## src/rtl/sts_pkg.sv

```systemverilog
`default_nettype none
package sts_pkg;

   localparam int MAX_TASKS    = 4;
   localparam int TASK_IDX_W   = 2;
   localparam int TASK_COUNT_W = 3;
   localparam int DELAY_W      = 16;

   typedef struct packed {
      logic               kind;
      logic               tick_elapsed;
      logic [DELAY_W-1:0] sleep_ticks;
   } req_type;

   typedef struct packed {
      logic [TASK_IDX_W-1:0] running_task;
      logic                  any_ready;
   } rsp_type;

   // request to the counter bank: one load or one walk step per cycle
   typedef struct packed {
      logic                  load;
      logic [TASK_IDX_W-1:0] load_idx;
      logic [DELAY_W-1:0]    load_val;
      logic                  walk;
      logic [TASK_IDX_W-1:0] walk_idx;
      logic                  tick;
   } bank_ctrl_type;

   typedef struct packed {
      logic now_zero;
   } bank_stat_type;

endpackage
`default_nettype wire

```

## src/rtl/sts_delay_bank.sv

```systemverilog
`default_nettype none
module sts_delay_bank import sts_pkg::*; (
   input  wire logic          clock,
   input  wire logic          reset,
   input  wire bank_ctrl_type ctrl,
   output bank_stat_type      stat
);

   logic [DELAY_W-1:0] delay_ff [MAX_TASKS];
   logic [DELAY_W-1:0] rd_val;
   logic [DELAY_W-1:0] upd_val;

   // shared decrement and zero test, applied to one counter per cycle
   always_comb begin
      rd_val  = delay_ff[ctrl.walk_idx];
      upd_val = rd_val;
      if (ctrl.tick && (rd_val != '0)) begin
         upd_val = rd_val - DELAY_W'(1);
      end
      stat.now_zero = (upd_val == '0);
   end

   always_ff @(posedge clock) begin
      if (reset) begin
         for (int i = 0; i < MAX_TASKS; i++) begin
            delay_ff[i] <= '0;
         end
      end else if (ctrl.load) begin
         delay_ff[ctrl.load_idx] <= ctrl.load_val;
      end else if (ctrl.walk) begin
         delay_ff[ctrl.walk_idx] <= upd_val;
      end
   end

endmodule
`default_nettype wire

```

## src/rtl/sleep_timer_task_scheduler.sv

```systemverilog
// Channel   Ports                          Handshake
// request   start, busy, req_item          taken when start && !busy
// result    rsp_valid, rsp_item            one cycle, no back-pressure
// config    csr_we, csr_wdata              written when csr_we
//
// A request walks the n participating tasks (0..4) one after another, one step
// per task, over the counter bank through its single decrement unit.
// The sleep load happens on the accept edge; the result follows the last step,
// or the accept itself when n is 0. busy is low again while the result is shown,
// so the next request may enter. Synchronous reset clears all counters and the running task, task_count is 3.
`default_nettype none
module sleep_timer_task_scheduler import sts_pkg::*; (
   input  wire logic                    clock,
   input  wire logic                    reset,
   input  wire logic                    start,
   output      logic                    busy,
   input  wire req_type                 req_item,
   output      logic                    rsp_valid,
   output rsp_type                      rsp_item,
   input  wire logic                    csr_we,
   input  wire logic [TASK_COUNT_W-1:0] csr_wdata
);

   localparam logic ST_IDLE = 1'b0;
   localparam logic ST_WALK = 1'b1;

   logic                    state_ff, state_in;
   logic [TASK_COUNT_W-1:0] task_count_ff;
   logic [TASK_COUNT_W-1:0] n_act;
   logic [TASK_COUNT_W-1:0] n_ff;
   logic [TASK_IDX_W-1:0]   idx_ff;
   logic                    tick_ff;
   logic                    found_ff, found_in;
   logic [TASK_IDX_W-1:0]   cur_ff, cur_in;
   logic                    rsp_valid_ff;
   rsp_type                 rsp_item_ff;
   logic                    accept;
   logic                    last_step;
   bank_ctrl_type           bank_ctrl;
   bank_stat_type           bank_stat;

   assign accept = start && (state_ff == ST_IDLE);
   assign busy   = (state_ff != ST_IDLE);
   assign n_act  = (task_count_ff > TASK_COUNT_W'(MAX_TASKS)) ?
                   TASK_COUNT_W'(MAX_TASKS) : task_count_ff;
   assign last_step = ({1'b0, idx_ff} == (n_ff - TASK_COUNT_W'(1)));

   always_comb begin
      bank_ctrl.load     = accept && req_item.kind;
      bank_ctrl.load_idx = cur_ff;
      bank_ctrl.load_val = req_item.sleep_ticks;
      bank_ctrl.walk     = (state_ff == ST_WALK);
      bank_ctrl.walk_idx = idx_ff;
      bank_ctrl.tick     = tick_ff;
   end

   sts_delay_bank u_bank (
      .clock (clock),
      .reset (reset),
      .ctrl  (bank_ctrl),
      .stat  (bank_stat)
   );

   // first zero counter in walk order wins
   always_comb begin
      found_in = found_ff;
      cur_in   = cur_ff;
      if ((state_ff == ST_WALK) && bank_stat.now_zero && !found_ff) begin
         found_in = 1'b1;
         cur_in   = idx_ff;
      end
   end

   always_comb begin
      state_in = state_ff;
      case (state_ff)
         ST_IDLE: if (accept && (n_act != '0)) state_in = ST_WALK;
         ST_WALK: if (last_step) state_in = ST_IDLE;
         default: state_in = ST_IDLE;
      endcase
   end

   always_ff @(posedge clock) begin
      if (reset) begin
         state_ff      <= ST_IDLE;
         task_count_ff <= TASK_COUNT_W'(3);
         cur_ff        <= '0;
         found_ff      <= 1'b0;
         rsp_valid_ff  <= 1'b0;
         idx_ff        <= '0;
      end else begin
         state_ff     <= state_in;
         rsp_valid_ff <= 1'b0;
         if (csr_we) begin
            task_count_ff <= csr_wdata;
         end
         if (accept) begin
            idx_ff   <= '0;
            found_ff <= 1'b0;
            if (n_act == '0) begin
               rsp_valid_ff <= 1'b1;
            end
         end else if (state_ff == ST_WALK) begin
            idx_ff   <= idx_ff + TASK_IDX_W'(1);
            found_ff <= found_in;
            cur_ff   <= cur_in;
            if (last_step) begin
               rsp_valid_ff <= 1'b1;
            end
         end
      end
   end

   always_ff @(posedge clock) begin
      if (accept) begin
         n_ff    <= n_act;
         tick_ff <= req_item.tick_elapsed;
         rsp_item_ff.running_task <= cur_ff;
         rsp_item_ff.any_ready    <= 1'b0;
      end else if ((state_ff == ST_WALK) && last_step) begin
         rsp_item_ff.running_task <= cur_in;
         rsp_item_ff.any_ready    <= found_in;
      end
   end

   assign rsp_valid = rsp_valid_ff;
   assign rsp_item  = rsp_item_ff;

   a_accept_leads_on: assert property (@(posedge clock) disable iff (reset)
      accept |=> (busy || rsp_valid))
      else $error("request accepted but neither walking nor answering");

   a_rsp_when_idle: assert property (@(posedge clock) disable iff (reset)
      rsp_valid |-> !busy)
      else $error("result shown while still walking");

   a_walk_in_range: assert property (@(posedge clock) disable iff (reset)
      (state_ff == ST_WALK) |-> ({1'b0, idx_ff} < n_ff))
      else $error("walk index beyond participating tasks");

   a_ready_picks_walked: assert property (@(posedge clock) disable iff (reset)
      (rsp_valid && rsp_item.any_ready) |-> ({1'b0, rsp_item.running_task} < n_ff))
      else $error("ready task outside participating range");

endmodule
`default_nettype wire

```

## config.mk

```make
export PLATFORM = sky130hd
export DESIGN_NAME = sleep_timer_task_scheduler
export DESIGN_NICKNAME = d
export VERILOG_FILES = /design/src/rtl/sts_pkg.sv /design/src/rtl/sts_delay_bank.sv /design/src/rtl/sleep_timer_task_scheduler.sv
export SDC_FILE = /design/constraint.sdc
export NUM_CORES = 1
export LEC_CHECK = 0
export BUFFER_PORTS_ARGS = -buffer_cell sky130_fd_sc_hd__buf_2
export CAP_MARGIN = 5
export CORE_ASPECT_RATIO = 1.2
export CORE_MARGIN = 2
export CORE_UTILIZATION = 50
export DETAILED_ROUTE_END_ITERATION = 16
export PLACE_DENSITY = 0.68
export SYNTH_ARGS = -nofsm -noshare
export SYNTH_HDL_FRONTEND = slang
export SYNTH_SLANG_ARGS = --single-unit
```

## constraint.sdc

```tcl
create_clock -name clock -period 4.3 [get_ports clock]
set_clock_uncertainty 0.15 [all_clocks]
set_input_delay 0.215 -clock clock [delete_from_list [all_inputs] [get_ports clock]]
set_output_delay 0.215 -clock clock [all_outputs]
set_load 0.01 [all_outputs]
```

==> results.yml <==
synthesis:
  synth_area_leaders: "edfxtp_1 (49%), mux4_2 (8.4%), dfxtp_1 (6.1%)"
  syn_inst: 371
  mappedNetlistArea_um2: 4280
  synth-edff-count: 70
  synthDominantCellAreaShare: 0.491
  synth_nets: 398
  ys_seq_area_frac: 0.552
  synth_top_area_cell: "edfxtp_1"
  ys_ff_latch: 83
  yosysMostFrequentCell: "edfxtp_1"
  yosysWarnings: 0
  syn_avg_cell_area_um2: 11.5
  ys.flop_type: "edfxtp_1"
  synth.top_cells.by_count: "edfxtp_1 (70), nor2_1 (66), inv_1 (28)"
  async_flop_share: 0
  synth.distinct_cells: 56
power_and_ir_drop:
  power_mw: 1.80
  cellLeakagePower_nw: 1.83
  ir_worst_vdd_mv: 0.188
  power.density_nw_per_um2: 374
route:
  drt_iter0_markers: 210
  drc: 0
  wl_um: 9970
  viasPerCell: 5.80
  firstDrtPassIters: 7
  drt-wirelength-per-cell_um: 18.8
  dr_total_vias: 3067
  antenna_left: 0
global_routing:
  first_global_vias: 3114
  grt_pass1_wl_um: 16000
  grt-ovfl-total: 0
  track_usage: 0.233
  grt_max_degree: 21
  antenna_found_initial: 0
hold_path:
  hold_depth: 3
  hold_path_startpoint: "csr_we"
  hold_class: "in -> reg"
  whs_endpoint: "task_count_ff[2]"
setup_path:
  path_buf_inv: 1
  r2r-end: "rsp_item[2]"
  crit_family: "simple AND/OR/NAND/NOR gates"
  cp_max_fo: 9
  critPathRequiredTime_ps: 4250
  crit_path_end_kind: "register"
  rrSetupSlack_ps: 540
  cpPeakStageDelay_ps: 600
  worst_path_max_delay_cell: "or4_4"
  rr_worst_depth: 9
  crit_path_start_kind: "register"
  cp_num_cells: 9
  worstPathCellList: "buf_4 -> mux4_2 -> or4_4 -> nor3_2 -> a21oi_1 -> a211o_1 -> nor3_1 -> and3_1 -> o21ai_1"
  path_class: "reg -> reg"
  cp.arrival_ps: 3710
placed_design:
  io_buffers: 29
  gp_congestion: 0.937
  dpl.hpwl_um: 6820
die:
  start_util: 0.522
  floorplan.rows: 36
  io_pins: 30
  core_um2: 8200
  die_y_um: 105
  dieWidth_um: 88.5
  die_area_um2: 9320
timing:
  fmax_ghz: 0.266
  worst_slew_pin_slew_ps: 1260
  period_needed_ps: 3760
  layout_worst_path_cycle_share: 0.874
  fin_tns_setup_ps: 0
  finalHoldWorstSlack_ps: 27.5
  finalHoldViolations: 0
  slew_viol_final: 0
  rsz0062_at_grt: "no"
  setup_viol_count_final: 0
  slew_headroom: 0.161
clocking:
  clk_latency_ps: 360
  numCtsBuffers: 9
  htreeDepth: 3
  clock-sinks: 83
  clk_pin_slew_ps: 80
  clockRootBuffer: "clkbuf_8"
  cts_buffer_depth: 2
  cts_tree: "done"
job:
  cap_violations: 0
layout:
  layout-drive-gt1-share: 0.190
  final_util: 0.587
  nets: 437
  syn_to_final_growth_pct: 12.5
  antenna_cells: 0
run_status:
  outcome: "completed"
logic make-up after synthesis:
| group | synth area share |
|---|---|
| compound gates | 0.0944 |
| buf+inv | 0.0450 |
| xor+xnor | 0.0246 |
| simple gates | 0.173 |
| fa+ha+maj | 0.00585 |
| flops | 0.552 |
| mux | 0.105 |
sequential cells by signal, indices dropped and copies added, names as in the netlist, named ones only:
| signal | flops |
|---|---|
| found_ff | 1 |
| u_bank.delay_ff | 64 |
| tick_ff | 1 |
| cur_ff | 2 |
| task_count_ff | 3 |
| n_ff | 3 |
| rsp_valid | 1 |
| rsp_item | 3 |
| idx_ff | 2 |
| busy | 1 |
layer usage:
| layer | vias to the layer above | share of wire | global-route usage |
|---|---|---|---|
| li1 | 1445 | - | - |
| met1 | 1486 | 0.41 | 0.307 |
| met2 | 124 | 0.51 | 0.375 |
| met3 | 12 | 0.059 | 0.0431 |
| met4 | 0 | 0.018 | 0.0985 |
| met5 | - | 0 | 0 |
repair_timing:
item / in CTS / in global routing
hold buffers: 6 / 0
gates resized for setup: 0 / 0
buffers inserted: 0 / 0
hold endpoints to repair: 4 / 0
report_power, final:
part | switching [mW] | internal [mW]
sequential | 0.0236 | 0.928
combinational | 0.186 | 0.119
clock | 0.262 | 0.283
total | 0.472 | 1.33
worst min-delay path, delay by kind of cell:
family	cells	cell delay (ps)
mux	1	80
simple gates	1	70
buf+inv	1	130
worst max path at each step:
stage                     startpoint                     to  slack, ps
final                       register            rsp_item[2]        540
after detailed placement    register            rsp_item[2]        550
after CTS                   register            rsp_item[2]        540
after global placement      register            rsp_item[2]        600
after floorplan             register            rsp_item[1]        870
after global routing        register  u_bank.delay_ff[0][9]        180
metrics by stage:
| step | instance area [um^2] | instances | setup slack, ps |
|---|---|---|---|
| final | 4820 | 529 | 542 |
| after global routing | 4820 | 529 | 179 |
| after CTS | 4820 | 529 | 537 |
| after detailed placement | 4570 | 507 | 547 |
| after global placement | 4570 | 507 | 600 |
| after floorplan | 4280 | 371 | 874 |
final cells by class:
cell class                 instances  area [um^2]
sequential                        83         2360
tap                              114          143
fill                             709         3380
inverter                          28          105
clock inverter                     3         40.0
timing repair buffer              46          288
multi-input combinational        242         1730
clock buffer                      13          149
placed cells by master (no fill, tap or decap), types with 2 or more instances in the layout:
cell type	n
a211o_1	3
buf_4	11
nand2b_1	10
nand4_1	3
edfxtp_1	70
nand3b_1	2
o31ai_1	2
and2_1	3
nor4_1	2
xor2_1	4
nand2_1	7
o22ai_1	2
a31oi_1	4
o21ai_1	5
inv_1	28
a211oi_1	4
clkinv_2	2
nor2b_1	8
ha_1	2
buf_2	29
and3_1	5
a22oi_1	12
clkbuf_1	3
or2_2	2
dlygate4sd3_1	6
mux2i_1	9
nand3_1	7
dfxtp_1	13
o21ai_0	2
a41oi_1	2
xnor2_1	8
nor2_1	66
or4_1	2
nor3_1	10
nand4b_1	2
clkbuf_8	10
or3_1	2
a21oi_1	17
mux4_2	16
(Power assumes the default switching activity.)
